--- src/hw/rtl/rpad_pkg.sv ---
// ----------------------------------------------------------------------------
// rpad_pkg
// Shared types and constants of the rational to p-adic digit unit.
// ----------------------------------------------------------------------------
`default_nettype none

package rpad_pkg;

  localparam int DEF_MAX_DIGITS = 64;
  localparam int WORD_W         = 32;
  localparam int P_W            = 7;
  localparam int DC_W           = 7;
  localparam int VAL_W          = 6;
  localparam int C_W            = 34;
  localparam int DIV_W          = 40;
  localparam int DIV_CELLS      = 8;

  localparam logic [1:0] STATUS_OK    = 2'd0;
  localparam logic [1:0] STATUS_ZNUM  = 2'd1;
  localparam logic [1:0] STATUS_ZDEN  = 2'd2;

  localparam logic REG_PRIME       = 1'b0;
  localparam logic REG_DIGIT_COUNT = 1'b1;

  typedef struct packed {
    logic                    start;
    logic signed [DIV_W-1:0] dividend;
  } div_req_t;

  typedef struct packed {
    logic                    done;
    logic signed [DIV_W-1:0] quo;
    logic [P_W-1:0]          rem;
  } div_rsp_t;

endpackage

`default_nettype wire

--- src/hw/rtl/rpad_cell.sv ---
// ----------------------------------------------------------------------------
// rpad_cell
// One restoring long-division step by the base: shifts in one dividend bit.
// ----------------------------------------------------------------------------
`default_nettype none

module rpad_cell import rpad_pkg::*; (
  input  wire logic [P_W-1:0] p,
  input  wire logic [P_W-1:0] rem_in,
  input  wire logic           bit_in,
  output logic [P_W-1:0]      rem_out,
  output logic                q
);

  logic [P_W:0] t;
  logic [P_W:0] t_sub;

  assign t     = {rem_in, bit_in};
  assign t_sub = t - {1'b0, p};
  assign q     = (t >= {1'b0, p});
  assign rem_out = q ? t_sub[P_W-1:0] : t[P_W-1:0];

endmodule

`default_nettype wire

--- src/hw/rtl/rpad_div.sv ---
// ----------------------------------------------------------------------------
// rpad_div
// Floor division of a signed word by the base over a row of division cells.
// ----------------------------------------------------------------------------
`default_nettype none

module rpad_div import rpad_pkg::*; (
  input  wire logic           clk,
  input  wire logic           rst,
  input  wire logic [P_W-1:0] p,
  input  wire div_req_t       req,
  output div_rsp_t            rsp
);

  localparam int STEPS = DIV_W / DIV_CELLS;
  localparam int SW    = $clog2(STEPS + 1);

  logic                    busy;
  logic                    fin;
  logic                    done;
  logic [SW-1:0]           step;
  logic [DIV_W-1:0]        mag;
  logic [P_W-1:0]          rem;
  logic                    neg;
  logic [P_W-1:0]          p_q;
  logic signed [DIV_W-1:0] quo;
  logic [P_W-1:0]          rem_res;
  logic [DIV_W-1:0]        neg_div;

  logic [P_W-1:0]       chain [DIV_CELLS+1];
  logic [DIV_CELLS-1:0] qb;

  assign chain[0] = rem;
  assign neg_div  = DIV_W'(-req.dividend);

  for (genvar i = 0; i < DIV_CELLS; i++) begin : g_cell
    rpad_cell u_cell (
      .p      (p_q),
      .rem_in (chain[i]),
      .bit_in (mag[DIV_W-1-i]),
      .rem_out(chain[i+1]),
      .q      (qb[DIV_CELLS-1-i])
    );
  end

  always_ff @(posedge clk) begin
    if (rst) begin
      busy <= 1'b0;
      fin  <= 1'b0;
      done <= 1'b0;
    end else begin
      done <= 1'b0;
      if (req.start) begin
        busy <= 1'b1;
        fin  <= 1'b0;
        step <= '0;
        neg  <= req.dividend[DIV_W-1];
        mag  <= req.dividend[DIV_W-1] ? neg_div : req.dividend;
        rem  <= '0;
        p_q  <= p;
      end else if (busy) begin
        mag <= {mag[DIV_W-DIV_CELLS-1:0], qb};
        rem <= chain[DIV_CELLS];
        if (step == SW'(STEPS - 1)) begin
          busy <= 1'b0;
          fin  <= 1'b1;
        end else begin
          step <= step + SW'(1);
        end
      end else if (fin) begin
        fin  <= 1'b0;
        done <= 1'b1;
        // floor rounding for negative dividends
        if (neg && rem != '0) begin
          quo     <= ~mag;
          rem_res <= p_q - rem;
        end else if (neg) begin
          quo     <= -mag;
          rem_res <= rem;
        end else begin
          quo     <= mag;
          rem_res <= rem;
        end
      end
    end
  end

  assign rsp.done = done;
  assign rsp.quo  = quo;
  assign rsp.rem  = rem_res;

endmodule

`default_nettype wire

--- src/hw/rtl/rational_to_p_adic_digits_unit.sv ---
// ----------------------------------------------------------------------------
// rational_to_p_adic_digits_unit
// Expands a signed fraction into its p-adic digits for a configured base.
// ----------------------------------------------------------------------------
// One fraction is worked at a time. Every division by the base goes through a
// shared divider built as a row of eight long-division cells, with setup before
// the cell steps and rounding after them. An item first strips the factors of
// the base from numerator and denominator (vn, vd the factors of the base
// removed from numerator and denominator), then runs the inverse search over k
// up to p-1, then per digit two divisions for the digit, one multiply and one
// division for the update, plus any output stall. A zero numerator or
// denominator gives one status request.
`default_nettype none

module rational_to_p_adic_digits_unit import rpad_pkg::*; #(
  parameter int MAX_DIGITS = DEF_MAX_DIGITS
) (
  input  wire logic                     clk,
  input  wire logic                     rst,
  input  wire logic                     cfg_we,
  input  wire logic                     cfg_index,
  input  wire logic [DC_W-1:0]          cfg_data,
  input  wire logic                     in_valid,
  output logic                          in_ready,
  input  wire logic signed [WORD_W-1:0] numerator,
  input  wire logic signed [WORD_W-1:0] denominator,
  output logic                          out_valid,
  input  wire logic                     out_ready,
  output logic [P_W-1:0]                digit,
  output logic signed [VAL_W-1:0]      valuation,
  output logic [1:0]                    status,
  output logic                          last_digit
);

  localparam int CNT_W = $clog2(MAX_DIGITS + 1);

  typedef enum logic [3:0] {
    S_IDLE, S_SPEC, S_STRIPC, S_STRIPD, S_INV, S_MODC, S_MODP,
    S_MUL, S_SUB, S_DIVC, S_EMIT
  } state_t;

  state_t                   state;
  logic [P_W-1:0]           prime_r;
  logic [DC_W-1:0]          digit_count_r;
  logic [P_W-1:0]           p_q;
  logic [CNT_W-1:0]         cnt_q;
  logic [CNT_W-1:0]         done_cnt;
  logic signed [C_W-1:0]    c_q;
  logic signed [WORD_W-1:0] d_q;
  logic [P_W-1:0]           dm_q;
  logic [P_W-1:0]           acc;
  logic [P_W-1:0]           k;
  logic [P_W-1:0]           inv_q;
  logic [P_W-1:0]           dg_q;
  logic signed [VAL_W-1:0]  val_q;
  logic [1:0]               spec_status;
  logic signed [DIV_W-1:0]  prod_q;

  logic [P_W-1:0]           p_eff;
  logic [CNT_W-1:0]         cnt_eff;
  logic [P_W-1:0]           p_div;
  logic                     slot_free;
  logic                     emit_now;
  logic                     last;
  logic [P_W:0]             acc_sum;
  logic [2*P_W-1:0]         rprod;
  logic signed [DIV_W-1:0]  mul_w;
  logic signed [DIV_W-1:0]  diff;
  logic                     inv_end;
  div_req_t                 div_req;
  div_rsp_t                 div_rsp;

  assign p_eff = (prime_r < P_W'(2)) ? P_W'(2) : prime_r;

  always_comb begin
    if (digit_count_r == '0) begin
      cnt_eff = CNT_W'(1);
    end else if (digit_count_r > DC_W'(MAX_DIGITS)) begin
      cnt_eff = CNT_W'(MAX_DIGITS);
    end else begin
      cnt_eff = CNT_W'(digit_count_r);
    end
  end

  assign in_ready  = (state == S_IDLE);
  assign slot_free = !out_valid || out_ready;
  assign emit_now  = slot_free && (state == S_SPEC || state == S_EMIT);
  assign last      = (done_cnt == cnt_q - CNT_W'(1));
  assign p_div     = (state == S_IDLE) ? p_eff : p_q;
  assign acc_sum   = {1'b0, acc} + {1'b0, dm_q};
  assign rprod     = div_rsp.rem * inv_q;
  assign mul_w     = d_q * $signed({1'b0, dg_q});
  assign diff      = c_q - prod_q;
  assign inv_end   = (acc == P_W'(1)) || (k == p_q - P_W'(1));

  always_comb begin
    div_req.start    = 1'b0;
    div_req.dividend = DIV_W'(c_q);
    unique case (state)
      S_IDLE: begin
        div_req.start    = in_valid && denominator != '0 && numerator != '0;
        div_req.dividend = DIV_W'(numerator);
      end
      S_STRIPC: begin
        div_req.start    = div_rsp.done;
        div_req.dividend = (div_rsp.rem == '0) ? div_rsp.quo : DIV_W'(d_q);
      end
      S_STRIPD: begin
        div_req.start    = div_rsp.done && div_rsp.rem == '0;
        div_req.dividend = div_rsp.quo;
      end
      S_INV: begin
        div_req.start = inv_end;
      end
      S_MODC: begin
        div_req.start    = div_rsp.done;
        div_req.dividend = DIV_W'(rprod);
      end
      S_SUB: begin
        div_req.start    = 1'b1;
        div_req.dividend = diff;
      end
      S_EMIT: begin
        div_req.start = slot_free && !last;
      end
      default: begin
        div_req.start = 1'b0;
      end
    endcase
  end

  rpad_div u_div (
    .clk(clk),
    .rst(rst),
    .p  (p_div),
    .req(div_req),
    .rsp(div_rsp)
  );

  always_ff @(posedge clk) begin
    if (rst) begin
      state         <= S_IDLE;
      prime_r       <= P_W'(2);
      digit_count_r <= DC_W'(16);
      out_valid     <= 1'b0;
    end else begin
      if (cfg_we) begin
        unique case (cfg_index)
          REG_PRIME:       prime_r       <= cfg_data;
          REG_DIGIT_COUNT: digit_count_r <= cfg_data;
          default:         prime_r       <= prime_r;
        endcase
      end
      out_valid <= emit_now || (out_valid && !out_ready);
      unique case (state)
        S_IDLE: begin
          if (in_valid) begin
            p_q      <= p_eff;
            cnt_q    <= cnt_eff;
            done_cnt <= '0;
            val_q    <= '0;
            c_q      <= C_W'(numerator);
            d_q      <= denominator;
            if (denominator == '0) begin
              spec_status <= STATUS_ZDEN;
              state       <= S_SPEC;
            end else if (numerator == '0) begin
              spec_status <= STATUS_ZNUM;
              state       <= S_SPEC;
            end else begin
              state <= S_STRIPC;
            end
          end
        end
        S_SPEC: begin
          if (slot_free) begin
            digit      <= '0;
            valuation  <= '0;
            status     <= spec_status;
            last_digit <= 1'b1;
            state      <= S_IDLE;
          end
        end
        S_STRIPC: begin
          if (div_rsp.done) begin
            if (div_rsp.rem == '0) begin
              c_q   <= div_rsp.quo[C_W-1:0];
              val_q <= val_q + VAL_W'(1);
            end else begin
              state <= S_STRIPD;
            end
          end
        end
        S_STRIPD: begin
          if (div_rsp.done) begin
            if (div_rsp.rem == '0) begin
              d_q   <= div_rsp.quo[WORD_W-1:0];
              val_q <= val_q - VAL_W'(1);
            end else begin
              dm_q  <= div_rsp.rem;
              acc   <= div_rsp.rem;
              k     <= P_W'(1);
              state <= S_INV;
            end
          end
        end
        S_INV: begin
          // running acc = dm*k mod p, first k hitting one is the inverse
          if (acc == P_W'(1)) begin
            inv_q <= k;
            state <= S_MODC;
          end else if (inv_end) begin
            inv_q <= '0;
            state <= S_MODC;
          end else begin
            acc <= (acc_sum >= {1'b0, p_q}) ? P_W'(acc_sum - {1'b0, p_q})
                                            : acc_sum[P_W-1:0];
            k   <= k + P_W'(1);
          end
        end
        S_MODC: begin
          if (div_rsp.done) begin
            state <= S_MODP;
          end
        end
        S_MODP: begin
          if (div_rsp.done) begin
            dg_q  <= div_rsp.rem;
            state <= S_MUL;
          end
        end
        S_MUL: begin
          prod_q <= mul_w;
          state  <= S_SUB;
        end
        S_SUB: begin
          state <= S_DIVC;
        end
        S_DIVC: begin
          if (div_rsp.done) begin
            c_q   <= div_rsp.quo[C_W-1:0];
            state <= S_EMIT;
          end
        end
        S_EMIT: begin
          if (slot_free) begin
            digit      <= dg_q;
            valuation  <= val_q;
            status     <= STATUS_OK;
            last_digit <= last;
            done_cnt   <= done_cnt + CNT_W'(1);
            state      <= last ? S_IDLE : S_MODC;
          end
        end
        default: begin
          state <= S_IDLE;
        end
      endcase
    end
  end

endmodule

`default_nettype wire

--- config.mk ---
export PLATFORM = sky130hd
export DESIGN_NAME = rational_to_p_adic_digits_unit
export DESIGN_NICKNAME = d
export VERILOG_FILES = /design/src/hw/rtl/rpad_pkg.sv /design/src/hw/rtl/rpad_cell.sv /design/src/hw/rtl/rpad_div.sv /design/src/hw/rtl/rational_to_p_adic_digits_unit.sv
export SDC_FILE = /design/constraint.sdc
export NUM_CORES = 2
export LEC_CHECK = 0
export BUFFER_PORTS_ARGS = -buffer_cell sky130_fd_sc_hd__buf_4
export CORE_UTILIZATION = 32
export DETAILED_ROUTE_END_ITERATION = 10
export PLACE_DENSITY = 0.49
export SLEW_MARGIN = 15
export SYNTH_ARGS = -nofsm -noshare
export SYNTH_HDL_FRONTEND = slang
export SYNTH_HIERARCHICAL = 1
export SYNTH_SLANG_ARGS = --single-unit
--- constraint.sdc ---
create_clock -name clk -period 14 [get_ports clk]
set_clock_uncertainty 0.2 [all_clocks]
set_input_delay 2.1 -clock clk [delete_from_list [all_inputs] [get_ports clk]]
set_output_delay 2.1 -clock clk [all_outputs]
set_load 0.005 [all_outputs]
==> results.md <==
* Critical path class: flip-flop to flip-flop
* Number of nets with antenna violations after detailed routing at 0
* Starting Density at 32.29%
* Post-DR wirelength/cell at 19.85 µm
* Highest net fanout along the worst path at 7
* Via count of the first global-routing pass at 24930
* Top cells by area in the synthesized netlist: sky130_fd_sc_hd__edfxtp_1 27%, sky130_fd_sc_hd__fa_1 13%, sky130_fd_sc_hd__ha_1 9.3%, sky130_fd_sc_hd__and2_1 5.3%, sky130_fd_sc_hd__inv_1 4.7%
* Final Wtd Congestion at 0.8549
* Average footprint of a synthesized cell at 9.539 µm²
* Cell type with the highest aggregate area in the netlist: sky130_fd_sc_hd__edfxtp_1
* Clock Sink Count at 313
* Commonest cells after routing, fill and taps aside: 400 x sky130_fd_sc_hd__inv_1, 291 x sky130_fd_sc_hd__edfxtp_1, 273 x sky130_fd_sc_hd__and2_1
* Post-synth EDFFs at 291
* Core box area at 0.1001 mm²
* Clock root buffer: sky130_fd_sc_hd__clkbuf_16
* Most utilized layer in the global route result: met2
* Die outline height at 319.9 µm
* Total DRC errors in the routed layout at 0
* Arrival time worst endpoint at 13.46 ns
* Cts bufs inserted at 40
* Class of the tightest hold or removal check: flip-flop to flip-flop
* Total number of placement rows at 116
* Number of buffer and inverter instances along the worst setup path at 9
* Detail Placement HPWL at 73010 µm
* Overall track demand over capacity in global routing at 18.45%
* Worst slew margin relative to its limit at 17.65%
* Number of hold buffers added after CTS at 0
* Sequential area share after synthesis at 28.38%
* Most frequent standard cell in the layout excluding fill and tap cells: sky130_fd_sc_hd__inv_1
* Via count at 24950
* Source of the worst register-to-register timing path: u_div/mag[39]
* Setup slack of the critical path after layout at 0.6182 ns
* Primary flip-flop cell chosen by synthesis mapping: sky130_fd_sc_hd__edfxtp_1
* TritonCTS clock tree: yes
* Outcome: finished, final reports clean
* Number of port buffers at 94
* Synthesized net count at 3910
* Startpoint of the lowest-slack hold path: digit_count_r[0]
* Placement-stage cell area at 0.03458 mm²
* P&R area growth vs syn at 11.57%
* Wire length of the first global-routing pass at 147700 µm
* Number of storage elements in the synthesis netlist at 313
* Nets@finish at 3975
* Detailed Route Iter0 Violations at 1872
* Clock slew seen by the registers of the worst setup and hold paths at 0.06 ns
* Maximum number of buffers from clock root to sink at 3
* Top achievable clock speed at 0.07473 GHz
* Fraction of post-synthesis cell area in the top cell type by area at 27.02%
* Fraction of final layout cells with drive strength greater than 1 at 12.11%
* Width of the chip at 319.9 µm
* Layout Cell Area excl Fill at 0.03608 mm²
* First-pass detailed-route iteration total at 6
* Global-route track usage on met1 at 25.68%
* H-tree depth at 2
* Share of the clock period used by the worst path after layout at 95.58%
* Pin count of the biggest net entering global routing at 75
* Hold Violations, Final at 0
* Worst Tran Pin Value at 1.222 ns
* Highest cell delay on the worst timing path at 0.44 ns
* Area enclosed by the die boundary at 0.1023 mm²
* Cell variety after synth at 87
* Post-synth ARST share at 0%
* Clk_lat worst skew at 0.57 ns
* Antenna cells at 0
* Synthesis Warnings at 6
* Met3 usage in global routing at 2.204%
* Detailed Route WL at 94930 µm
* Max-slew violation count at 0
* Time the worst path needs with I/O delays and setup at 13.38 ns
* Final standard cell count with taps included and fillers excluded at 4782
* Endpoint type of the worst setup path: flip-flop
* Cell class contributing the biggest share of worst-path delay: compound AO/OA/AOI/OAI gates
* Overflow after GRT at 0
* Post-Syn Instances at 3390
* Placed cells at 4702
* Top-level I/O count at 95
* Final setup violation count at 0
* Required @ worst endpoint at 14.07 ns
* Layout fillers at 10250
* Minimum setup slack after placement at 0.1407 ns
* Max-capacitance violation count at 0
* Average vias per placed instance at 5.217
* Routing usage on met2 at 30.32%
* Startpoint of the worst setup timing path: u_div/mag[39]
* Antenna violations before repair at 7
* Slowest cell on the critical path: sky130_fd_sc_hd__fa_1
* Mapped cell area at 0.03234 mm²
* Critical Path Source Type: flip-flop
## cell families after synthesis
group                    synth area share (%)
AO/OA/AOI/OAI                           14.54
XOR/XNOR                                5.200
adder cells (fa/ha/maj)                 21.85
buffers and inverters                   6.268
flip-flops                              28.38
multiplexers                            5.835
AND/OR/NAND/NOR                         17.91
## metrics by stage
step / utilization, % / hold slack, ns / setup TNS [ns]
2_1_floorplan: - / 0.2359 / 0
3_3_place_gp: 34.53 / 0.2508 / 0
5_1_grt: 36.02 / 0.2828 / -0.1115
3_5_place_dp: 34.53 / 0.2542 / 0
4_1_cts: 35.83 / 0.2624 / 0
6_report: 36.02 / 0.2628 / 0
## worst register-to-register path, delay by kind of cell, from the launching register on
kind,cells,cell delay (ns)
compound gates,24,3.96
fa+ha+maj,9,3.34
mux,8,2.35
simple gates,9,1.62
buf+inv,9,1.25
flops,1,0.36
## path summary, 6_finish.rpt
check,endpoint,slack [ns],cells past startpoint
worst max-delay path,u_div/rem[2],0.62,59
worst min-delay path,digit_count_r[0],0.26,2
worst max register to register,u_div/rem[2],0.62,59
worst min register to register,digit_count_r[0],0.26,2
## state kept, by name, summed over array words and instances, names as in the netlist, 32 cells and up
signal     cells
prod_q        40
u_div/mag     40
u_div/quo     40
c_q           34
d_q           32
## synthesized netlist by cell type (all sizes together) (11+ instances only)
cell       n
inv      401
edfxtp   291
and2     273
nor2     247
ha       240
nand2    221
fa       203
a21oi    168
o21ai    153
xnor2    122
mux2     108
clkbuf   106
xor2      70
a21o      61
nor2b     56
mux2i     52
nor3      45
nand2b    42
nand3     42
nor4      42
or3       32
o31ai     24
buf       23
dfxtp     22
o41ai     22
o21a      20
nand4     19
a211o     18
a222oi    18
a311o     16
and3      16
a221oi    15
a211oi    14
a22oi     14
nor4b     13
o211ai    13
o21bai    13
a2111oi   12
or2       11
## cell type report
class	count	area [µm²]	area share (%)
clock buffer	45	1041	2.885
multi-input combinational	2546	21300	59.04
clock inverter	26	261.5	0.7248
timing repair buffer	152	1161	3.218
inverter	402	1509	4.183
sequential	313	9179	25.44
tap	1298	1624	4.502
## per-layer routing
| layer | part of all wire, % | wire [µm] | vias to the layer above |
|---|---|---|---|
| li1 | - | - | 11960 |
| met1 | 47 | 44720 | 12360 |
| met2 | 46 | 43950 | 524 |
| met3 | 4.3 | 4071 | 101 |
| met4 | 2.3 | 2184 | 2 |
| met5 | 0.011 | 10 | - |
## timing repair
item / in CTS / in global routing
endpoints found under the setup margin: 0 / 8
resized for setup: 0 / 29
setup buffers: 0 / 9
Power is not shown: default switching activity piles up to over one toggle a cycle in this logic, so the estimate is an artifact.
